File: config.mk
export PLATFORM = sky130hd
export DESIGN_NAME = fixed_block_free_list_allocator_flat
export DESIGN_NICKNAME = d
export VERILOG_FILES = /design/src/sv/fbfl_pkg.sv /design/src/sv/fbfl_if.sv /design/src/sv/fixed_block_free_list_allocator.sv /design/src/sv/fbfl_ram.sv /design/src/sv/fbfl_sweep.sv /design/src/sv/fbfl_ctrl.sv /design/src/flat_wrapper.sv
export SDC_FILE = /design/constraint.sdc
export NUM_CORES = 2
export LEC_CHECK = 0
export BUFFER_PORTS_ARGS = -buffer_cell sky130_fd_sc_hd__clkbuf_2
export CAP_MARGIN = 20
export CELL_PAD_IN_SITES_DETAIL_PLACEMENT = 1
export CELL_PAD_IN_SITES_GLOBAL_PLACEMENT = 2
export CORE_ASPECT_RATIO = 0.7
export CORE_UTILIZATION = 50
export CTS_CLUSTER_SIZE = 10
export DETAILED_ROUTE_END_ITERATION = 12
export GPL_ROUTABILITY_DRIVEN = 0
export GPL_TIMING_DRIVEN = 0
export HOLD_SLACK_MARGIN = 0.03
export PLACE_DENSITY = 0.83
export SLEW_MARGIN = 5
export SYNTH_ARGS = -nofsm -noshare
export SYNTH_HDL_FRONTEND = slang
export SYNTH_SLANG_ARGS = --single-unit
export TNS_END_PERCENT = 20
File: constraint.sdc
create_clock -name clk -period 26.9 [get_ports clk]
set_clock_uncertainty 0.15 [all_clocks]
set_input_delay 2.69 -clock clk [delete_from_list [all_inputs] [get_ports clk]]
set_output_delay 2.69 -clock clk [all_outputs]
set_load 0.02 [all_outputs]
File: src/sv/fbfl_pkg.sv
package fbfl_pkg;

	localparam int unsigned LINK_W          = 8;
	localparam int unsigned LINK_DEPTH      = 256;
	localparam int unsigned SIZE_W          = 13;
	localparam int unsigned OFFSET_W        = 12;
	localparam int unsigned COUNT_W         = 9;
	localparam int unsigned ACC_W           = 21;
	localparam int unsigned PROD_W          = LINK_W + SIZE_W;
	localparam int unsigned PAGE_BYTES_DEF  = 4096;
	localparam int unsigned MIN_BLOCK_DEF   = 16;
	localparam int unsigned MAX_BLOCK_BYTES = 4096;
	localparam int unsigned RESET_BLOCK     = 16;

	localparam logic OP_ALLOC = 1'b0;
	localparam logic OP_FREE  = 1'b1;

	typedef enum logic [1:0] {
		ST_SWEEP,
		ST_IDLE,
		ST_POP
	} state_t;

	typedef struct packed {
		logic              en;
		logic [LINK_W-1:0] addr;
		logic [LINK_W-1:0] data;
	} link_wr_t;

	typedef struct packed {
		logic               busy;
		logic [COUNT_W-1:0] block_total;
		logic [SIZE_W-1:0]  blk_bytes;
	} sweep_stat_t;

	function automatic logic [SIZE_W-1:0] clamp_size(logic [SIZE_W-1:0] v,
		int unsigned min_b);
		logic [SIZE_W-1:0] s;
		s = v;
		if (s < SIZE_W'(min_b)) s = SIZE_W'(min_b);
		if (s > SIZE_W'(MAX_BLOCK_BYTES)) s = SIZE_W'(MAX_BLOCK_BYTES);
		return s;
	endfunction

endpackage

File: src/sv/fbfl_if.sv
interface fbfl_item_if;
	logic                        valid;
	logic                        ready;
	logic                        opcode;
	logic [fbfl_pkg::LINK_W-1:0] block_index;

	modport source (output valid, opcode, block_index, input ready);
	modport sink   (input valid, opcode, block_index, output ready);
endinterface

interface fbfl_result_if;
	logic                          valid;
	logic                          ready;
	logic                          granted;
	logic [fbfl_pkg::LINK_W-1:0]   given_index;
	logic [fbfl_pkg::OFFSET_W-1:0] given_offset;
	logic [fbfl_pkg::COUNT_W-1:0]  blocks_free;

	modport source (output valid, granted, given_index, given_offset, blocks_free,
		input ready);
	modport sink   (input valid, granted, given_index, given_offset, blocks_free,
		output ready);
endinterface

interface fbfl_cfg_if;
	logic                        valid;
	logic                        ready;
	logic [fbfl_pkg::SIZE_W-1:0] blk_bytes;

	modport source (output valid, blk_bytes, input ready);
	modport sink   (input valid, blk_bytes, output ready);
endinterface

File: src/sv/fixed_block_free_list_allocator.sv
// Fixed-size block pool: a page of PAGE_BYTES is cut into blocks of blk_bytes bytes
// (clamped to MIN_BLOCK_BYTES..4096, at most 256 blocks) whose free indices are chained
// through a 256-entry next-link RAM with a head register and a free count. Every request
// transaction yields exactly one response transaction. A release or failed allocate leaves
// the controller ready for the next request; a granted allocate goes through ST_POP,
// reading the new head from the synchronous link RAM before the next request is taken.
// After reset and after every blk_bytes write the list is rebuilt in ascending order by
// a pass over all 256 link RAM entries (one a cycle, restarted by any new write), then
// a count reload in ST_SWEEP; no request is taken meanwhile, blk_bytes writes always are.
module fixed_block_free_list_allocator #(
	parameter int unsigned PAGE_BYTES      = fbfl_pkg::PAGE_BYTES_DEF,
	parameter int unsigned MIN_BLOCK_BYTES = fbfl_pkg::MIN_BLOCK_DEF
) (
	input logic           clk,
	input logic           arst_n,
	fbfl_cfg_if.sink      cfg,
	fbfl_item_if.sink     req,
	fbfl_result_if.source rsp
);

	fbfl_pkg::sweep_stat_t       stat;
	fbfl_pkg::link_wr_t          sweep_wr;
	fbfl_pkg::link_wr_t          ctrl_wr;
	fbfl_pkg::link_wr_t          ram_wr;
	logic [fbfl_pkg::LINK_W-1:0] rd_addr;
	logic [fbfl_pkg::LINK_W-1:0] rd_data;

	fbfl_sweep #(
		.PAGE_BYTES      (PAGE_BYTES),
		.MIN_BLOCK_BYTES (MIN_BLOCK_BYTES)
	) u_sweep (
		.clk    (clk),
		.arst_n (arst_n),
		.cfg    (cfg),
		.wr     (sweep_wr),
		.stat   (stat)
	);

	fbfl_ctrl u_ctrl (
		.clk     (clk),
		.arst_n  (arst_n),
		.req     (req),
		.rsp     (rsp),
		.stat    (stat),
		.rd_data (rd_data),
		.rd_addr (rd_addr),
		.wr      (ctrl_wr)
	);

	assign ram_wr = sweep_wr.en ? sweep_wr : ctrl_wr;

	fbfl_ram #(
		.WIDTH (fbfl_pkg::LINK_W),
		.DEPTH (fbfl_pkg::LINK_DEPTH)
	) u_link_ram (
		.clk   (clk),
		.we    (ram_wr.en),
		.waddr (ram_wr.addr),
		.wdata (ram_wr.data),
		.raddr (rd_addr),
		.rdata (rd_data)
	);

endmodule

File: src/sv/fbfl_ram.sv
module fbfl_ram #(
	parameter int unsigned WIDTH = 8,
	parameter int unsigned DEPTH = 256
) (
	input  logic                     clk,
	input  logic                     we,
	input  logic [$clog2(DEPTH)-1:0] waddr,
	input  logic [WIDTH-1:0]         wdata,
	input  logic [$clog2(DEPTH)-1:0] raddr,
	output logic [WIDTH-1:0]         rdata
);

	logic [WIDTH-1:0] mem [DEPTH];

	always_ff @(posedge clk) begin
		if (we) mem[waddr] <= wdata;
		rdata <= mem[raddr];
	end

endmodule

File: src/sv/fbfl_sweep.sv
module fbfl_sweep #(
	parameter int unsigned PAGE_BYTES      = fbfl_pkg::PAGE_BYTES_DEF,
	parameter int unsigned MIN_BLOCK_BYTES = fbfl_pkg::MIN_BLOCK_DEF
) (
	input  logic                  clk,
	input  logic                  arst_n,
	fbfl_cfg_if.sink              cfg,
	output fbfl_pkg::link_wr_t    wr,
	output fbfl_pkg::sweep_stat_t stat
);

	localparam logic [fbfl_pkg::SIZE_W-1:0] RESET_SIZE =
		fbfl_pkg::clamp_size(fbfl_pkg::SIZE_W'(fbfl_pkg::RESET_BLOCK), MIN_BLOCK_BYTES);
	localparam logic [fbfl_pkg::ACC_W-1:0] PAGE_LIMIT = fbfl_pkg::ACC_W'(PAGE_BYTES);

	logic                           busy_q;
	logic [fbfl_pkg::LINK_W-1:0]    idx_q;
	logic [fbfl_pkg::ACC_W-1:0]     acc_q;
	logic [fbfl_pkg::ACC_W-1:0]     acc_next;
	logic [fbfl_pkg::COUNT_W-1:0]   total_q;
	logic [fbfl_pkg::SIZE_W-1:0]    size_q;
	logic [fbfl_pkg::SIZE_W-1:0]    size_new;
	logic                           cfg_fire;

	assign cfg.ready = 1'b1;
	assign cfg_fire  = cfg.valid;
	assign size_new  = fbfl_pkg::clamp_size(cfg.blk_bytes, MIN_BLOCK_BYTES);
	assign acc_next  = acc_q + fbfl_pkg::ACC_W'(size_q);

	always_comb begin
		wr.en   = busy_q;
		wr.addr = idx_q;
		wr.data = ((acc_next <= PAGE_LIMIT) && (idx_q != '1))
			? idx_q + fbfl_pkg::LINK_W'(1) : '0;
	end

	assign stat.busy        = busy_q;
	assign stat.block_total = total_q;
	assign stat.blk_bytes   = size_q;

	always_ff @(posedge clk or negedge arst_n) begin
		if (!arst_n) begin
			busy_q  <= 1'b1;
			idx_q   <= '0;
			acc_q   <= fbfl_pkg::ACC_W'(RESET_SIZE);
			total_q <= '0;
			size_q  <= RESET_SIZE;
		end else if (cfg_fire) begin
			busy_q  <= 1'b1;
			idx_q   <= '0;
			acc_q   <= fbfl_pkg::ACC_W'(size_new);
			total_q <= '0;
			size_q  <= size_new;
		end else if (busy_q) begin
			if (acc_q <= PAGE_LIMIT) total_q <= total_q + fbfl_pkg::COUNT_W'(1);
			idx_q <= idx_q + fbfl_pkg::LINK_W'(1);
			acc_q <= acc_next;
			if (idx_q == '1) busy_q <= 1'b0;
		end
	end

endmodule

File: src/sv/fbfl_ctrl.sv
module fbfl_ctrl (
	input  logic                        clk,
	input  logic                        arst_n,
	fbfl_item_if.sink                   req,
	fbfl_result_if.source               rsp,
	input  fbfl_pkg::sweep_stat_t       stat,
	input  logic [fbfl_pkg::LINK_W-1:0] rd_data,
	output logic [fbfl_pkg::LINK_W-1:0] rd_addr,
	output fbfl_pkg::link_wr_t          wr
);

	fbfl_pkg::state_t state_q, state_d;

	logic [fbfl_pkg::LINK_W-1:0]   head_q, head_d;
	logic [fbfl_pkg::COUNT_W-1:0]  free_q, free_d;
	logic                          out_valid_q;
	logic                          granted_q;
	logic [fbfl_pkg::LINK_W-1:0]   index_q;
	logic [fbfl_pkg::OFFSET_W-1:0] offset_q;
	logic [fbfl_pkg::COUNT_W-1:0]  count_q;
	logic                          fire, pop, push, out_free;
	logic [fbfl_pkg::PROD_W-1:0]   prod;

	assign prod     = fbfl_pkg::PROD_W'(head_q) * fbfl_pkg::PROD_W'(stat.blk_bytes);
	assign out_free = !out_valid_q || rsp.ready;
	assign fire     = req.valid && req.ready;
	assign pop      = fire && (req.opcode == fbfl_pkg::OP_ALLOC) && (free_q != '0);
	assign push     = fire && (req.opcode == fbfl_pkg::OP_FREE);
	assign rd_addr  = head_q;

	always_comb begin
		state_d = state_q;
		unique case (state_q)
			fbfl_pkg::ST_SWEEP: begin
				if (!stat.busy) state_d = fbfl_pkg::ST_IDLE;
			end
			fbfl_pkg::ST_IDLE: begin
				if (stat.busy) state_d = fbfl_pkg::ST_SWEEP;
				else if (pop) state_d = fbfl_pkg::ST_POP;
			end
			fbfl_pkg::ST_POP: begin
				state_d = stat.busy ? fbfl_pkg::ST_SWEEP : fbfl_pkg::ST_IDLE;
			end
		endcase
	end

	always_comb begin
		req.ready = (state_q == fbfl_pkg::ST_IDLE) && !stat.busy && out_free;
		wr.en     = push;
		wr.addr   = req.block_index;
		wr.data   = head_q;
		head_d    = head_q;
		free_d    = free_q;
		unique case (state_q)
			fbfl_pkg::ST_SWEEP: begin
				head_d = '0;
				free_d = stat.block_total;
			end
			fbfl_pkg::ST_IDLE: begin
				if (pop) free_d = free_q - fbfl_pkg::COUNT_W'(1);
				if (push) begin
					head_d = req.block_index;
					if (free_q < stat.block_total) free_d = free_q + fbfl_pkg::COUNT_W'(1);
				end
			end
			fbfl_pkg::ST_POP: begin
				head_d = rd_data;
			end
		endcase
	end

	always_ff @(posedge clk or negedge arst_n) begin
		if (!arst_n) begin
			state_q     <= fbfl_pkg::ST_SWEEP;
			head_q      <= '0;
			free_q      <= '0;
			out_valid_q <= 1'b0;
		end else begin
			state_q <= state_d;
			head_q  <= head_d;
			free_q  <= free_d;
			if (fire) out_valid_q <= 1'b1;
			else if (rsp.ready) out_valid_q <= 1'b0;
		end
	end

	always_ff @(posedge clk) begin
		if (fire) begin
			granted_q <= pop || push;
			index_q   <= pop ? head_q : '0;
			offset_q  <= pop ? prod[fbfl_pkg::OFFSET_W-1:0] : '0;
			count_q   <= free_d;
		end
	end

	assign rsp.valid        = out_valid_q;
	assign rsp.granted      = granted_q;
	assign rsp.given_index  = index_q;
	assign rsp.given_offset = offset_q;
	assign rsp.blocks_free  = count_q;

endmodule

File: src/flat_wrapper.sv
// flat-port wrapper written by rule: the top's interface ports become plain ports
module fixed_block_free_list_allocator_flat 
#(
	parameter int unsigned PAGE_BYTES      = fbfl_pkg::PAGE_BYTES_DEF,
	parameter int unsigned MIN_BLOCK_BYTES = fbfl_pkg::MIN_BLOCK_DEF
)
  (clk, arst_n, cfg_valid, cfg_blk_bytes, cfg_ready, req_valid, req_opcode, req_block_index, req_ready, rsp_valid, rsp_granted, rsp_given_index, rsp_given_offset, rsp_blocks_free, rsp_ready);
  fbfl_cfg_if cfg_i ();
  fbfl_item_if req_i ();
  fbfl_result_if rsp_i ();
  input logic clk;
  input logic arst_n;
  input wire logic [$bits(cfg_i.valid)-1:0] cfg_valid;
  input wire logic [$bits(cfg_i.blk_bytes)-1:0] cfg_blk_bytes;
  output wire logic [$bits(cfg_i.ready)-1:0] cfg_ready;
  input wire logic [$bits(req_i.valid)-1:0] req_valid;
  input wire logic [$bits(req_i.opcode)-1:0] req_opcode;
  input wire logic [$bits(req_i.block_index)-1:0] req_block_index;
  output wire logic [$bits(req_i.ready)-1:0] req_ready;
  output wire logic [$bits(rsp_i.valid)-1:0] rsp_valid;
  output wire logic [$bits(rsp_i.granted)-1:0] rsp_granted;
  output wire logic [$bits(rsp_i.given_index)-1:0] rsp_given_index;
  output wire logic [$bits(rsp_i.given_offset)-1:0] rsp_given_offset;
  output wire logic [$bits(rsp_i.blocks_free)-1:0] rsp_blocks_free;
  input wire logic [$bits(rsp_i.ready)-1:0] rsp_ready;
  assign cfg_i.valid = cfg_valid;
  assign cfg_i.blk_bytes = cfg_blk_bytes;
  assign cfg_ready = cfg_i.ready;
  assign req_i.valid = req_valid;
  assign req_i.opcode = req_opcode;
  assign req_i.block_index = req_block_index;
  assign req_ready = req_i.ready;
  assign rsp_valid = rsp_i.valid;
  assign rsp_granted = rsp_i.granted;
  assign rsp_given_index = rsp_i.given_index;
  assign rsp_given_offset = rsp_i.given_offset;
  assign rsp_blocks_free = rsp_i.blocks_free;
  assign rsp_i.ready = rsp_ready;
  fixed_block_free_list_allocator #(.PAGE_BYTES(PAGE_BYTES), .MIN_BLOCK_BYTES(MIN_BLOCK_BYTES)) u_core (.clk(clk), .arst_n(arst_n), .cfg(cfg_i), .req(req_i), .rsp(rsp_i));
endmodule
Word-level counts from Yosys, hierarchy flattened
Memories as Yosys holds them, arrays and structs flattened. A register that Yosys moved wholly into a read port is not among the register bits.
Cells that the tools add are included.

word-level totals
  output and inout port bits = 33
  bits of input ports = 27
  memory bits (writable) = 2048
  register bits after elaboration = 102
  memories kept = 1
  logic and storage cells = 80

operators by class
  muxes and demuxes = 29
  multiply operators = 1
  reduce and logical (&&, ||, !) cells = 18
  bitwise operators = 1
  magnitude comparators = 5
  equality and inequality tests = 7
  $add $sub $neg = 5

memory list
  name                   depth  width  read ports  clocked after memory_dff  wr ports  line            source
  u_core.u_link_ram.mem  256    8      1           1                         1         fbfl_ram.sv:13  logic [WIDTH-1:0] mem [DEPTH];

operator list
  operator              count
  $mux 9                6
  $le 21x13->1 const B  2
  $mux 21               2
  $mux 8                4
  $mux 13               2
  $pmux 8 s3            1
  $add 21x13->21        1
  $add 9x1->9 const B   2
  $pmux 9 s2            1
  $mux 17               1
  $gt 13x13->1 const B  1
  $lt 13x5->1 const B   1
  $mul 8x13->12         1
  $lt 9x9->1            1
  $reduce_bool 9->1     1
  $sub 9x1->9 const B   1
  $add 8x1->8 const B   1
  $eq 8x8->1 const B    1
  $mux 1                8
  $ne 8x8->1 const B    1
  $logic_and 1x1->1     7
  $mux 2                3
  $pmux 2 s3            1
  $reduce_bool 2->1     3
  9 further kinds       13

Longest topological paths before layout
  depth in word-level cells = 10
  gate-level depth with buffers = 22
  gate-level depth less buffers = 18

Cells and area by module
From an unflattened synthesis, not the netlist that was laid out.

second synthesis, totals
  cell total of the unflattened synthesis = 4644
  area total of the unflattened synthesis = 87948.1 µm²

by module, submodules not included
  module                           cells an instance  instances  sequential area each (µm²)  area an instance (µm²)
  fbfl_ram                         3733               1          61659.1                     79556.3
  fbfl_ctrl                        480                1          1401.3                      4578.1
  fbfl_sweep                       412                1          1305.0                      3562.2
  fixed_block_free_list_allocator  19                 1          0.0                         251.5

Worst setup path before layout
No wires, ideal clock.

  kind = reg2reg
  start = reg u_core.u_sweep.size_q[0] (netlist name)
  end = mem u_core.u_link_ram.mem[0][1], data pin
  period minus slack after synthesis = 19.771 ns
  buffers on the path = 0
  setup slack = 7.129 ns
  required time = 23.793 ns
  setup time = 2.957 ns
  data arrival time = 16.664 ns
  cell stages (with the launch flop) = 10
  cells stage by stage = dfrtp_1 > ha_1 > fa_1 > a211oi_1 > nor2_1 > xor2_1 > nor4_1 > nand4_1 > o41a_4 > o41ai_1

RTL lines
  element                   line              source
  start: declaration        fbfl_sweep.sv:21  logic [fbfl_pkg::SIZE_W-1:0] size_q;
  start signal: assignment  fbfl_sweep.sv:53  size_q <= size_new;
  end: declaration          fbfl_ram.sv:13

Worst setup path in the final report
  start = in rsp_ready
  end = mem u_core.u_link_ram.mem[94][1], enable pin

between the ends
  longest elaborated chain between the ends = 7

RTL lines
  element                       line                                   source
  start: declaration            flat_wrapper.sv:25                     input wire logic [$bits(rsp_i.ready)-1:0] rsp_ready;
  $logic_or 1x1->1              fbfl_ctrl.sv:25                        assign out_free = !out_valid_q || rsp.ready;
  $logic_and 1x1->1             fbfl_ctrl.sv:48                        req.ready = (state_q == fbfl_pkg::ST_IDLE) && !stat.busy && out_free;
  $logic_and 1x1->1             fbfl_ctrl.sv:26                        assign fire = req.valid && req.ready;
  via u_core.u_ctrl.fire        fbfl_ctrl.sv:21                        logic fire, pop, push, out_free;
  $logic_and 1x1->1             fbfl_ctrl.sv:28                        assign push = fire && (req.opcode == fbfl_pkg::OP_FREE);
  $mux 17                       fixed_block_free_list_allocator.sv:50  assign ram_wr = sweep_wr.en ? sweep_wr : ctrl_wr;
  $mux 1                        fbfl_ram.sv:16                         if (we) mem[waddr] <= wdata;
  $mux 1 (implied by the code)  fbfl_ram.sv:16

The timed path passes the listed nets, and every way through them passes these cells.

==> flow_summary.ini <==
[sta]
maxSlewViolCount = 0
maxSlewHeadroom_pct = 11.94
max_freq_mhz = 140.9
finalCritPeriodShare_pct = 26.39
finalHoldViolCount = 0
timing.hold.ws_ns = 0.2992
period_needed_ns = 7.098
final-setup-viol-count = 0
tightest_slew_ns = 1.321
rsz0062_at_grt = false

[routing]
first_pass_iters = 6
avgRoutedWirePerCell_um = 36.17
drtIter0Drc = 6367
routed_wl_um = 253600
postRouteAntennaNets = 0
drc = 0
vias = 47130
avgViaCountPerCell = 6.722

[hold_path]
min_from = u_core.u_link_ram.rdata[3]
min_to = u_core.u_ctrl.rd_addr[3]
hold_depth = 2
hold_path_class = flip-flop to flip-flop

[final_layout]
fin_util_pct = 57.11
mostFrequentLayoutCell = edfxtp_1
nets = 4833
area_growth_pct = 12.68
final_area_sq_um = 96880
most-common-layout-cells = edfxtp_1 (2,078), mux4_2 (512), nor2_1 (344), clkbuf_16 (235), clkbuf_1 (203)
drive_above_1_share_pct = 21.22

[cts]
h-tree-depth = 4
root_buffer = clkbuf_16
cts_setup_buffers = 0
cts.clk_slew.worst_paths_ns = 0.06
ctsResizeCount = 0
hold_buffers = 0
numCtsBuffers = 235
cts_buffer_depth = 3
cts.sinks = 2158
cts_tree = built
insertion_delay_ns = 0.90

[critical_path]
cp_max_fo = 32
cp-end-kind = flip-flop
crit_type = input port to flip-flop
cpMaxStageDelayCell = nor2_1
reg2regPathDepth = 19
r2r_setup_slack_ns = 20.15
cp_num_buf_inv = 3
r2r-start = u_core.u_ctrl.rd_addr[1]
arrival_ns = 7.42
worstPathRequired_ns = 27.22
slowest_delay_ns = 1.01
crit_start = rsp_ready
reg2reg_to = u_core.u_ctrl.rsp.given_offset[11]
critPathTopFamily = simple AND/OR/NAND/NOR gates
path_cells = clkbuf_2 -> nand2b_1 -> nand4_1 -> inv_2 -> and2_1 -> nand2_1 -> o22ai_1 -> nand2_1 -> clkbuf_1 -> nor2_1
critPathLaunchType = input port
crit_top_cell = nand2_1

[job]
cap_violations = 0

[grt]
grt_pass1_wl_um = 358800
overflow = 0
grt-busiest-layer = met2
met1_usage_pct = 42.41
grt_use_met2_pct = 43.39
grt_max_degree = 94
grt_usage_pct = 29.40
antenna_found_initial = 10
grt_pass1_vias = 48180
use_met3_pct = 8.343

[placement]
post_dp_cell_area_sq_um = 90170
io_buffers = 57
post-dp-hpwl_um = 172900

[yosys]
yosysWarningCount = 0
synth_area_per_cell_sq_um = 19.82
ys.flop_type = edfxtp_1
seq_area_frac_synth_pct = 74.86
synth.distinct_cells = 75
synth-seq-cells = 2158
syn_area_sq_um = 85980
async_flop_share_pct = 3.336
synthesis.nets = 4449
synth_edf_count = 2078
syn_inst = 4337

[die]
die_h_um = 348.9
dieWidth_um = 497.6
die_area_sq_um = 173600
rows = 126
start_util_pct = 50.69
core_sq_um = 169600
io-pin-count = 60

[power]
leakage_nw = 30.77
ir_drop_mv = 0.05648
powerDensity_nw_per_um2 = 73.21

[run_status]
status = finished clean
## flip-flops by register name, summed over array words and instances, names as in the netlist
signal and count:
u_core.u_sweep.acc_q 21, u_core.u_ctrl.rsp.valid 1, u_core.u_sweep.size_q 13, u_core.u_ctrl.rsp.given_offset 12, u_core.u_sweep.idx_q 8, u_core.u_ctrl.state_q 2, u_core.u_ctrl.rsp.granted 1, u_core.u_link_ram.mem 2048
u_core.u_ctrl.rsp.blocks_free 9, u_core.u_ctrl.rd_addr 8, u_core.u_ctrl.free_q 9, u_core.u_ctrl.rsp.given_index 8, u_core.u_link_ram.rdata 8, u_core.u_sweep.busy_q 1, u_core.u_sweep.total_q 9
## worst reg2reg max path: cells and delay by family (launching register included)
family | cells | cell delay, ns
buf+inv | 7 | 3.06
fa+ha+maj | 4 | 1.64
compound gates | 4 | 0.71
simple gates | 3 | 0.41
flops | 1 | 0.33
xor+xnor | 1 | 0.14
## how the worst max path moves through the flow
stage | end | cells past startpoint
floorplan | u_core.u_link_ram.mem[0][1] | 9
global placement | u_core.u_link_ram.mem[209][1] | 9
detailed placement | u_core.u_link_ram.mem[94][1] | 10
CTS | u_core.u_link_ram.mem[94][1] | 10
global route | u_core.u_link_ram.mem[94][1] | 10
finish | u_core.u_link_ram.mem[94][1] | 10
## power by group
part	total [W]	switching (W)	leakage, nW	internal [W]
Combinational	0.000400	0.000293	7.50	0.000107
Clock	0.00288	0.00129	3.13	0.00159
Sequential	0.00381	0.0000225	20.1	0.00379
## cell usage after synthesis (all sizes together), types with 57 or more instances
cell / count / area share, %
inv: 83 / 0.36
nor2: 344 / 1.5
o21ai: 57 / 0.34
a221oi: 66 / 0.67
buf: 82 / 0.46
edfxtp: 2078 / 73
a22o: 74 / 0.75
a22oi: 144 / 1.3
mux4: 512 / 13
dfrtp: 69 / 2.0
a21oi: 93 / 0.54
clkbuf: 176 / 0.77
nand2: 125 / 0.55
## metrics by stage
step | worst slack, ns | TNS [ns] | instances | power [W]
finish | 19.80 | 0 | 7012 | 0.007093
CTS | 20.05 | 0 | 6989 | 0.007106
floorplan | 7.129 | 0 | 4337 | 0.004114
global placement | -12.42 | -3167.27 | 6634 | 0.004324
global route | 19.62 | 0 | 7012 | 0.007236
detailed placement | 19.24 | 0 | 6703 | 0.004277
## cells by family after synthesis
family	count (synthesis)	synth area share [%]
DFF	2158	74.86
and+or+nand+nor	621	3.120
AOI/OAI and AO/OA	541	4.633
muxes	529	13.61
buffers and inverters	341	1.588
adders and majority gates	85	1.560
xor gates and xnor gates	61	0.6214
other	1	0.004361
## routing by layer
metal | vias up | routed length, um
met5 | - | 267
li1 | 18470 | -
met2 | 2965 | 113900
met4 | 6 | 7185
met3 | 385 | 30310
met1 | 25310 | 102000
## area by class of cell
cell class | count | area, sq um
timing repair buffer | 147 | 1570
inverter | 83 | 311.5
multi-input combinational | 1838 | 20330
antenna | 2 | 5.005
buffer | 258 | 1056
fill | 14560 | 72750
sequential | 2158 | 64370
clock buffer | 266 | 6007
tap | 2240 | 2803
clock inverter | 20 | 435.4
(Power assumes the default switching activity.)
